$ cat config.mk
export PLATFORM = sky130hd
export DESIGN_NAME = bounded_keyed_lifo_table
export DESIGN_NICKNAME = d
export VERILOG_FILES = /design/src/rtl/core/blt_pkg.sv /design/src/rtl/core/blt_ram.sv /design/src/rtl/core/blt_ctrl.sv /design/src/rtl/core/bounded_keyed_lifo_table.sv
export SDC_FILE = /design/constraint.sdc
export NUM_CORES = 2
export LEC_CHECK = 0
export ABC_AREA = 1
export BUFFER_PORTS_ARGS = -buffer_cell sky130_fd_sc_hd__buf_4
export CAP_MARGIN = 10
export CORE_ASPECT_RATIO = 0.9
export CORE_MARGIN = 8
export CORE_UTILIZATION = 50
export CTS_CLUSTER_SIZE = 10
export DETAILED_ROUTE_END_ITERATION = 6
export PLACE_DENSITY = 0.67
export SYNTH_ARGS = -nofsm -noshare
export SYNTH_HDL_FRONTEND = slang
export SYNTH_SLANG_ARGS = --single-unit
$ cat constraint.sdc
create_clock -name clk -period 11.9 [get_ports clk]
set_clock_uncertainty 0.1 [all_clocks]
set_input_delay 0.595 -clock clk [delete_from_list [all_inputs] [get_ports clk]]
set_output_delay 0.595 -clock clk [all_outputs]
set_load 0.01 [all_outputs]
$ cat src/rtl/core/blt_pkg.sv
// shared types and constants for the bounded keyed lifo table
`default_nettype none

package blt_pkg;

  // table depth and derived widths
  localparam int CAPACITY = 16;
  localparam int IDX_W    = (CAPACITY > 1) ? $clog2(CAPACITY) : 1;
  localparam int CNT_W    = $clog2(CAPACITY + 1);
  localparam int LIM_W    = 5;
  localparam int CMP_W    = (CNT_W > LIM_W) ? CNT_W : LIM_W;

  // operation codes
  localparam logic [1:0] OP_ADD    = 2'd0;
  localparam logic [1:0] OP_FIND   = 2'd1;
  localparam logic [1:0] OP_REMOVE = 2'd2;
  localparam logic [1:0] OP_CLEAR  = 2'd3;

  // status codes
  localparam logic [1:0] ST_DONE = 2'd0;
  localparam logic [1:0] ST_FULL = 2'd1;
  localparam logic [1:0] ST_MISS = 2'd2;

  // register byte addresses
  localparam logic [1:0] ADDR_MAX_ENTRIES = 2'd0;
  localparam logic [LIM_W-1:0] MAX_ENTRIES_RESET = LIM_W'(16);

  // one stored pair
  typedef struct packed {
    logic [31:0] key;
    logic [31:0] value;
  } entry_t;

  // memory access from the sequencer
  typedef struct packed {
    logic             we;
    logic [IDX_W-1:0] waddr;
    entry_t           wdata;
    logic [IDX_W-1:0] raddr;
  } mem_req_t;

endpackage

`default_nettype wire

$ cat src/rtl/core/blt_ram.sv
// generic single-write single-read ram with registered read data
`default_nettype none

module blt_ram #(
  parameter int WIDTH = 64,
  parameter int DEPTH = 16
) (
  input  wire logic                                          clk,
  input  wire logic                                          we,
  input  wire logic [((DEPTH > 1) ? $clog2(DEPTH) : 1)-1:0]  waddr,
  input  wire logic [WIDTH-1:0]                              wdata,
  input  wire logic [((DEPTH > 1) ? $clog2(DEPTH) : 1)-1:0]  raddr,
  output logic      [WIDTH-1:0]                              rdata
);

  logic [WIDTH-1:0] mem [DEPTH];

  // write port
  always_ff @(posedge clk) begin
    if (we) begin
      mem[waddr] <= wdata;
    end
  end

  // read port, registered read data
  always_ff @(posedge clk) begin
    rdata <= mem[raddr];
  end

endmodule

`default_nettype wire

$ cat src/rtl/core/blt_ctrl.sv
// sequencer: add at the top, scan newest first, close gaps on remove
`default_nettype none

module blt_ctrl
  import blt_pkg::*;
(
  input  wire logic              clk,
  input  wire logic              rst,
  input  wire logic              start,
  input  wire logic [1:0]        operation,
  input  wire logic [31:0]       key,
  input  wire logic [31:0]       value_in,
  input  wire logic [LIM_W-1:0]  max_entries,
  output logic                   busy,
  output logic                   done,
  output logic      [1:0]        status,
  output logic      [31:0]       value_out,
  output logic      [4:0]        entry_count,
  output mem_req_t               mem_req,
  input  wire entry_t            rdata
);

  typedef enum logic [1:0] {
    S_IDLE,
    S_SCAN,
    S_SHIFT
  } state_t;

  state_t           state;
  logic [CNT_W-1:0] count;
  logic [IDX_W-1:0] idx;
  logic [31:0]      key_q;
  logic [31:0]      hit_value;
  logic             remove_q;

  logic [CNT_W-1:0] last_idx;
  logic             idx_is_last;
  logic             hit;
  logic             room;

  // entries live at addresses 0..count-1, newest at the top
  assign last_idx    = count - CNT_W'(1);
  assign idx_is_last = (CNT_W'(idx) == last_idx);
  assign hit         = (rdata.key == key_q);
  assign room        = (CMP_W'(count) < CMP_W'(max_entries)) && (count < CNT_W'(CAPACITY));
  assign busy        = (state != S_IDLE);

  // memory read address and write port
  always_comb begin
    case (state)
      S_IDLE:  mem_req.raddr = IDX_W'(last_idx);
      S_SCAN:  mem_req.raddr = hit ? (idx + IDX_W'(1)) : (idx - IDX_W'(1));
      S_SHIFT: mem_req.raddr = idx + IDX_W'(1);
      default: mem_req.raddr = idx;
    endcase
    if (state == S_SHIFT) begin
      mem_req.we    = 1'b1;
      mem_req.waddr = idx - IDX_W'(1);
      mem_req.wdata = rdata;
    end else begin
      mem_req.we    = (state == S_IDLE) && start && (operation == OP_ADD) && room;
      mem_req.waddr = IDX_W'(count);
      mem_req.wdata = '{key: key, value: value_in};
    end
  end

  // state, count and registered result
  always_ff @(posedge clk) begin
    if (rst) begin
      state <= S_IDLE;
      count <= '0;
      done  <= 1'b0;
    end else begin
      done <= 1'b0;
      case (state)
        S_IDLE: begin
          if (start) begin
            case (operation)
              OP_ADD: begin
                done <= 1'b1;
                if (room) begin
                  count       <= count + CNT_W'(1);
                  status      <= ST_DONE;
                  value_out   <= value_in;
                  entry_count <= 5'(count + CNT_W'(1));
                end else begin
                  status      <= ST_FULL;
                  value_out   <= '0;
                  entry_count <= 5'(count);
                end
              end
              OP_CLEAR: begin
                count       <= '0;
                done        <= 1'b1;
                status      <= ST_DONE;
                value_out   <= '0;
                entry_count <= '0;
              end
              default: begin
                key_q    <= key;
                remove_q <= (operation == OP_REMOVE);
                if (count == '0) begin
                  done        <= 1'b1;
                  status      <= ST_MISS;
                  value_out   <= '0;
                  entry_count <= '0;
                end else begin
                  idx   <= IDX_W'(last_idx);
                  state <= S_SCAN;
                end
              end
            endcase
          end
        end
        S_SCAN: begin
          if (hit) begin
            if (!remove_q) begin
              done        <= 1'b1;
              status      <= ST_DONE;
              value_out   <= rdata.value;
              entry_count <= 5'(count);
              state       <= S_IDLE;
            end else if (idx_is_last) begin
              // newest entry removed, nothing to move
              count       <= last_idx;
              done        <= 1'b1;
              status      <= ST_DONE;
              value_out   <= rdata.value;
              entry_count <= 5'(last_idx);
              state       <= S_IDLE;
            end else begin
              hit_value <= rdata.value;
              idx       <= idx + IDX_W'(1);
              state     <= S_SHIFT;
            end
          end else if (idx == '0) begin
            done        <= 1'b1;
            status      <= ST_MISS;
            value_out   <= '0;
            entry_count <= 5'(count);
            state       <= S_IDLE;
          end else begin
            idx <= idx - IDX_W'(1);
          end
        end
        S_SHIFT: begin
          // each cycle moves one newer entry down over the gap
          if (idx_is_last) begin
            count       <= last_idx;
            done        <= 1'b1;
            status      <= ST_DONE;
            value_out   <= hit_value;
            entry_count <= 5'(last_idx);
            state       <= S_IDLE;
          end else begin
            idx <= idx + IDX_W'(1);
          end
        end
        default: state <= S_IDLE;
      endcase
    end
  end

endmodule

`default_nettype wire

$ cat src/rtl/core/bounded_keyed_lifo_table.sv
// top level: config register, sequencer and entry memory
//
// channel   direction  handshake                 payload
// command   in         start & !busy             operation, key, value_in
// result    out        done (one cycle)          status, value_out, entry_count
// config    in         psel&penable&pwrite       paddr, pwdata (max_entries)
//
// add and clear finish from idle and the next command is taken right after.
// find and remove scan one entry per cycle from the newest down through the
// memory read port; a find or remove on an empty table reports a miss
// without a scan, and remove then moves each newer entry down to close
// the gap.
// reset clears the count and the limit goes to 16; no memory clearing pass.
// the result cannot be stalled; busy holds off commands while a scan or gap close runs.
`default_nettype none

module bounded_keyed_lifo_table
  import blt_pkg::*;
(
  input  wire logic        clk,
  input  wire logic        rst,
  input  wire logic        start,
  output logic             busy,
  input  wire logic [1:0]  operation,
  input  wire logic [31:0] key,
  input  wire logic [31:0] value_in,
  output logic             done,
  output logic      [1:0]  status,
  output logic      [31:0] value_out,
  output logic      [4:0]  entry_count,
  input  wire logic        psel,
  input  wire logic        penable,
  input  wire logic        pwrite,
  input  wire logic [1:0]  paddr,
  input  wire logic [31:0] pwdata,
  output logic      [31:0] prdata,
  output logic             pready
);

  logic [LIM_W-1:0] max_entries;
  mem_req_t         mem_req;
  logic [$bits(entry_t)-1:0] ram_rdata;
  entry_t           rdata;

  // config register
  assign pready = 1'b1;

  always_ff @(posedge clk) begin
    if (rst) begin
      max_entries <= MAX_ENTRIES_RESET;
    end else if (psel && penable && pwrite && (paddr == ADDR_MAX_ENTRIES)) begin
      max_entries <= pwdata[LIM_W-1:0];
    end
  end

  assign prdata = (paddr == ADDR_MAX_ENTRIES) ? 32'(max_entries) : '0;

  // sequencer
  blt_ctrl u_ctrl (
    .clk         (clk),
    .rst         (rst),
    .start       (start),
    .operation   (operation),
    .key         (key),
    .value_in    (value_in),
    .max_entries (max_entries),
    .busy        (busy),
    .done        (done),
    .status      (status),
    .value_out   (value_out),
    .entry_count (entry_count),
    .mem_req     (mem_req),
    .rdata       (rdata)
  );

  // entry memory
  assign rdata = ram_rdata;

  blt_ram #(
    .WIDTH ($bits(entry_t)),
    .DEPTH (CAPACITY)
  ) u_ram (
    .clk   (clk),
    .we    (mem_req.we),
    .waddr (mem_req.waddr),
    .wdata (mem_req.wdata),
    .raddr (mem_req.raddr),
    .rdata (ram_rdata)
  );

endmodule

`default_nettype wire

==> summary.txt <==
Route
  • Routed length per placed instance: 22.3 µm
  • Post-route met1 wirelength: approximately 53,000 µm
  • Max Used Layer: met4
  • Met2 WL: around 60,000 µm
  • Final WL: around 120,000 µm
  • Number of iterations in the first detailed-routing pass: 6
  • Starting DRC count in detailed routing: 2,847
  • Amount of wire on met3 after detailed routing: 8850 µm
  • DR vias/cell: 5.56
  • Overall via count from detail_route: ~31,000
  • Number of DRC violations after detailed routing: 0
  • DRT antenna net count: 0

Die
  • Height of the chip: around 320 µm
  • Placement row count: ~110
  • Starting Density: 0.504
  • X dimension of the die: 354 µm
  • Core Box Area: between 100,000 and 150,000 µm²
  • I/O pin count: 180
  • Die footprint: between 100,000 and 150,000 µm²

Clocking
  • Cell at the root of the clock tree: sky130_fd_sc_hd__clkbuf_16
  • Source-to-sink clock delay at the later pin of the worst-skew pair: approximately 0.75 ns
  • Total setup buffers inserted after CTS: 0
  • Clock buffers created by TritonCTS: 140
  • Clock Sinks: approximately 1,200
  • Bufs on Longest Clock Path: 3
  • Clk pin slew, worst setup/hold paths: 0.05 ns
  • Number of hold-repair buffers added at the cts stage: 36
  • Clock tree from TritonCTS: built
  • H-tree levels: 4
  • Post_cts resized: 0

Placement
  • Count of buffers from port buffering: around 120
  • Worst slack at placement: a little over 6 ns
  • # placed instances: about 5,300
  • Cell area after placement: 53,600 µm²
  • HPWL after detailed placement: 61,200 µm
  • Final Wtd Congestion: 0.856

Setup path
  • Standard cell with the maximum stage delay on the critical path: sky130_fd_sc_hd__buf_4
  • Reg2Reg Depth: 16
  • CP max stage delay: between 0.9 and 1 ns
  • Kind of end point of the critical path: register
  • Critical path data required time: roughly 12 ns
  • CP most frequent cell: sky130_fd_sc_hd__nand2_1
  • Type of the worst setup path: reg2reg
  • Internal reg-to-reg setup slack: around 6 ns
  • Reg-to-reg startpoint: u_ctrl.key_q[3]
  • Arrival time at the worst endpoint: roughly 6.3 ns
  • CP max FO: 90
  • Ordered list of cells on the worst path: xnor2_1 -> nand2_1 -> nor2_1 -> nand2_1 -> nor2_2 -> nand3_1 -> nand3_1 -> nand2_8 -> nand2_4 -> buf_4 -> buf_4 -> nand2_1 -> nand3_1 -> nand2_1 -> nand2_1 -> nand2_1
  • Critical path launch point type: register
  • Reg-to-reg endpoint: u_ram.rdata[42]

Pwr
  • Power Internal: between 10 and 15 mW
  • Power share of the clock group: 0.224
  • Leak pwr: between 20 and 25 nW
  • IR drop worst, VDD: 321 µV
  • Share of power burned in combinational logic: 0.457
  • Switching share of power: 0.405
  • Power per unit of standard cell area: just over 300 nW/µm²
  • Sequential power share: 0.319
  • Net load switching power: 7.14 mW
  • Total power: between 15 and 20 mW

Finish
  • Post-layout instance area: 58,200 µm²
  • Final std cells w/o fill: roughly 5,600
  • Final nets: roughly 4,200
  • Share of the core filled with cells in the final layout: 0.572
  • Synthesis-to-finish area growth: 13.4%
  • Fraction of final layout cells sized beyond drive strength 1: 0.159

Timing
  • Post-layout min period: approximately 5.7 ns
  • Setup repair after global routing missed its margin: no
  • Total count of max-transition violations in the final report: 0
  • Number of setup violations in the final report: 0
  • Worst hold margin: ~0.057 ns
  • Final period util: 0.483
  • Worst setup margin: between 6 and 7 ns
  • Total negative setup slack: 0 ns
  • Transition time at the pin with the least slew margin: 1.25 ns
  • Fmax achieved: around 170 MHz
  • Hold violation count in the final report: 0
  • Slew headroom: 0.166

Synthesis
  • Top-area cell type share of the netlist area: 0.662
  • Share of the yosys chip area belonging to registers: 0.692
  • Synth Area in XOR/XNOR: 0.00495
  • Most used DFF post-synth: sky130_fd_sc_hd__edfxtp_1
  • Cell taking the most area after synthesis: sky130_fd_sc_hd__edfxtp_1
  • Leading cell types by total area after synthesis: sky130_fd_sc_hd__edfxtp_1 (66%), sky130_fd_sc_hd__nand2_1 (5.9%), sky130_fd_sc_hd__mux2_2 (5.6%)
  • Flip-flop and latch count after synthesis: between 1,000 and 1,500
  • Cells after Synth: 3,938
  • Mux contribution to synthesized area: 0.106
  • Post-synthesis simple-gate area fraction: 0.119
  • Adder and majority gate portion of the synthesized area: 0.00390
  • Commonest cells post-synth: sky130_fd_sc_hd__edfxtp_1 (1,132), sky130_fd_sc_hd__nand2_1 (804), sky130_fd_sc_hd__nand3_1 (496)
  • Main combinational cell family by area after synthesis: simple AND/OR/NAND/NOR gates
  • Number of enable flip-flop cells after synthesis: ~1,100
  • Number of distinct library cell variants in the gate-level netlist after synthesis: between 40 and 50
  • Warning count from the yosys run: 0
  • Synth Area in Compound Gates: 0.0227
  • Most common cell in the netlist: sky130_fd_sc_hd__edfxtp_1
  • Area of the mapped netlist: roughly 51,000 µm²
  • Synthesized area divided by synthesized cell count: between 10 and 15 µm²
  • Fraction of registers with async set or reset after synthesis: 0

Hold path
  • Hold EP: max_entries[1]
  • Worst hold path depth: 3
  • Hold crit path type: in2reg
  • Hold path startpoint: pwdata[1]

Global route
  • Wire length of the first global-routing pass: between 150,000 and 200,000 µm
  • Antenna violations before repair: 2
  • Total GRT Usage: 0.214
  • Maximum number of pins on one net before global-route repair: between 150 and 200
  • Vias in the first global route: between 30,000 and 40,000
  • GRT Residual Overflow: 0

Run
  • Max-capacitance violation count: 0

Outcome
  • Result of the run: finished, final reports clean
## cell type report
cell class | instances | area, µm²
fill | 8099 | 43600
inverter | 331 | 1250
antenna | 2 | 5.00
multi-input combinational | 2177 | 13500
clock buffer | 232 | 3880
clock inverter | 16 | 337
tap | 1356 | 1700
timing repair buffer | 257 | 2060
sequential | 1209 | 35500
## layout by cell type (no fill, tap or decap), types with 2 or more instances in the layout
cell and n:
sky130_fd_sc_hd__edfxtp_1 1132, sky130_fd_sc_hd__nand2_1 801, sky130_fd_sc_hd__nand3_1 496, sky130_fd_sc_hd__inv_1 327
sky130_fd_sc_hd__mux2i_1 256, sky130_fd_sc_hd__mux2_2 256, sky130_fd_sc_hd__buf_4 218, sky130_fd_sc_hd__clkbuf_16 141
sky130_fd_sc_hd__clkbuf_1 90, sky130_fd_sc_hd__dfxtp_1 77, sky130_fd_sc_hd__o21ai_0 74, sky130_fd_sc_hd__nand3b_1 39
sky130_fd_sc_hd__nor2_1 36, sky130_fd_sc_hd__dlygate4sd3_1 36, sky130_fd_sc_hd__a22oi_1 33, sky130_fd_sc_hd__o32ai_1 32
sky130_fd_sc_hd__conb_1 28, sky130_fd_sc_hd__xnor2_1 21, sky130_fd_sc_hd__a21oi_1 20, sky130_fd_sc_hd__ha_1 15
sky130_fd_sc_hd__nor2_4 12, sky130_fd_sc_hd__xor2_1 8, sky130_fd_sc_hd__o22ai_1 7, sky130_fd_sc_hd__nor3_2 6
sky130_fd_sc_hd__inv_16 6, sky130_fd_sc_hd__nor3_1 4, sky130_fd_sc_hd__or2_2 3, sky130_fd_sc_hd__nand4_1 3
sky130_fd_sc_hd__a31oi_1 3, sky130_fd_sc_hd__o211ai_1 3, sky130_fd_sc_hd__nand2_4 3, sky130_fd_sc_hd__inv_6 3
sky130_fd_sc_hd__clkinv_16 3, sky130_fd_sc_hd__clkinv_8 3, sky130_fd_sc_hd__buf_12 3, sky130_fd_sc_hd__diode_2 2
sky130_fd_sc_hd__nor2_2 2, sky130_fd_sc_hd__nand2_2 2, sky130_fd_sc_hd__a221oi_1 2, sky130_fd_sc_hd__bufinv_16 2
## worst max-delay path: cells and delay by family, from the launching register on
kind	cells	cell delay [ns]
flops	1	0.40
xor+xnor	1	0.30
simple gates	13	3.05
buf+inv	2	1.61
## per-layer routing
| metal | global-route usage | vias to the layer above |
|---|---|---|
| li1 | - | 14300 |
| met1 | 0.288 | 15300 |
| met2 | 0.356 | 1169 |
| met3 | 0.0360 | 209 |
| met4 | 0.0651 | 0 |
| met5 | 0 | - |
## logic make-up after synthesis
group,count (synthesis)
muxes,512
adders and majority gates,16
buffers and inverters,578
and+or+nand+nor,1409
DFF,1209
other,2
AOI/OAI and AO/OA,183
xor gates and xnor gates,29
## worst max-delay path by stage
| stage | from | to | slack (ns) | depth (start not counted) |
|---|---|---|---|---|
| floorplan | u_ctrl.state[0] | u_ram.mem[1][0] | 5.44 | 6 |
| global placement | u_ctrl.key_q[0] | u_ram.rdata[56] | 6.28 | 16 |
| detailed placement | u_ctrl.key_q[0] | u_ram.rdata[42] | 6.22 | 16 |
| CTS | u_ctrl.key_q[0] | u_ram.rdata[42] | 6.21 | 16 |
| global route | u_ctrl.key_q[0] | u_ram.rdata[42] | 5.82 | 16 |
| finish | u_ctrl.key_q[3] | u_ram.rdata[42] | 6.15 | 16 |
## registers in the layout (all words and copies together) (netlist names), 2 cells and up
| register | cells |
|---|---|
| max_entries | 5 |
| u_ctrl.count | 5 |
| u_ctrl.entry_count | 5 |
| u_ctrl.hit_value | 32 |
| u_ctrl.idx | 4 |
| u_ctrl.key_q | 32 |
| u_ctrl.state | 2 |
| u_ctrl.status | 2 |
| u_ctrl.value_out | 32 |
| u_ram.mem | 1024 |
| u_ram.rdata | 64 |
## power by group through the flow
stage / logic (mW) / registers, mW / clock network, mW
floorplan: 5.99 / 5.71 / 0
global placement: 7.96 / 5.69 / 0
detailed placement: 8.02 / 5.70 / 0
CTS: 8.07 / 5.62 / 4.02
global route: 8.89 / 5.65 / 4.18
finish: 8.05 / 5.62 / 3.96
Power figures use the tool's default switching activity.
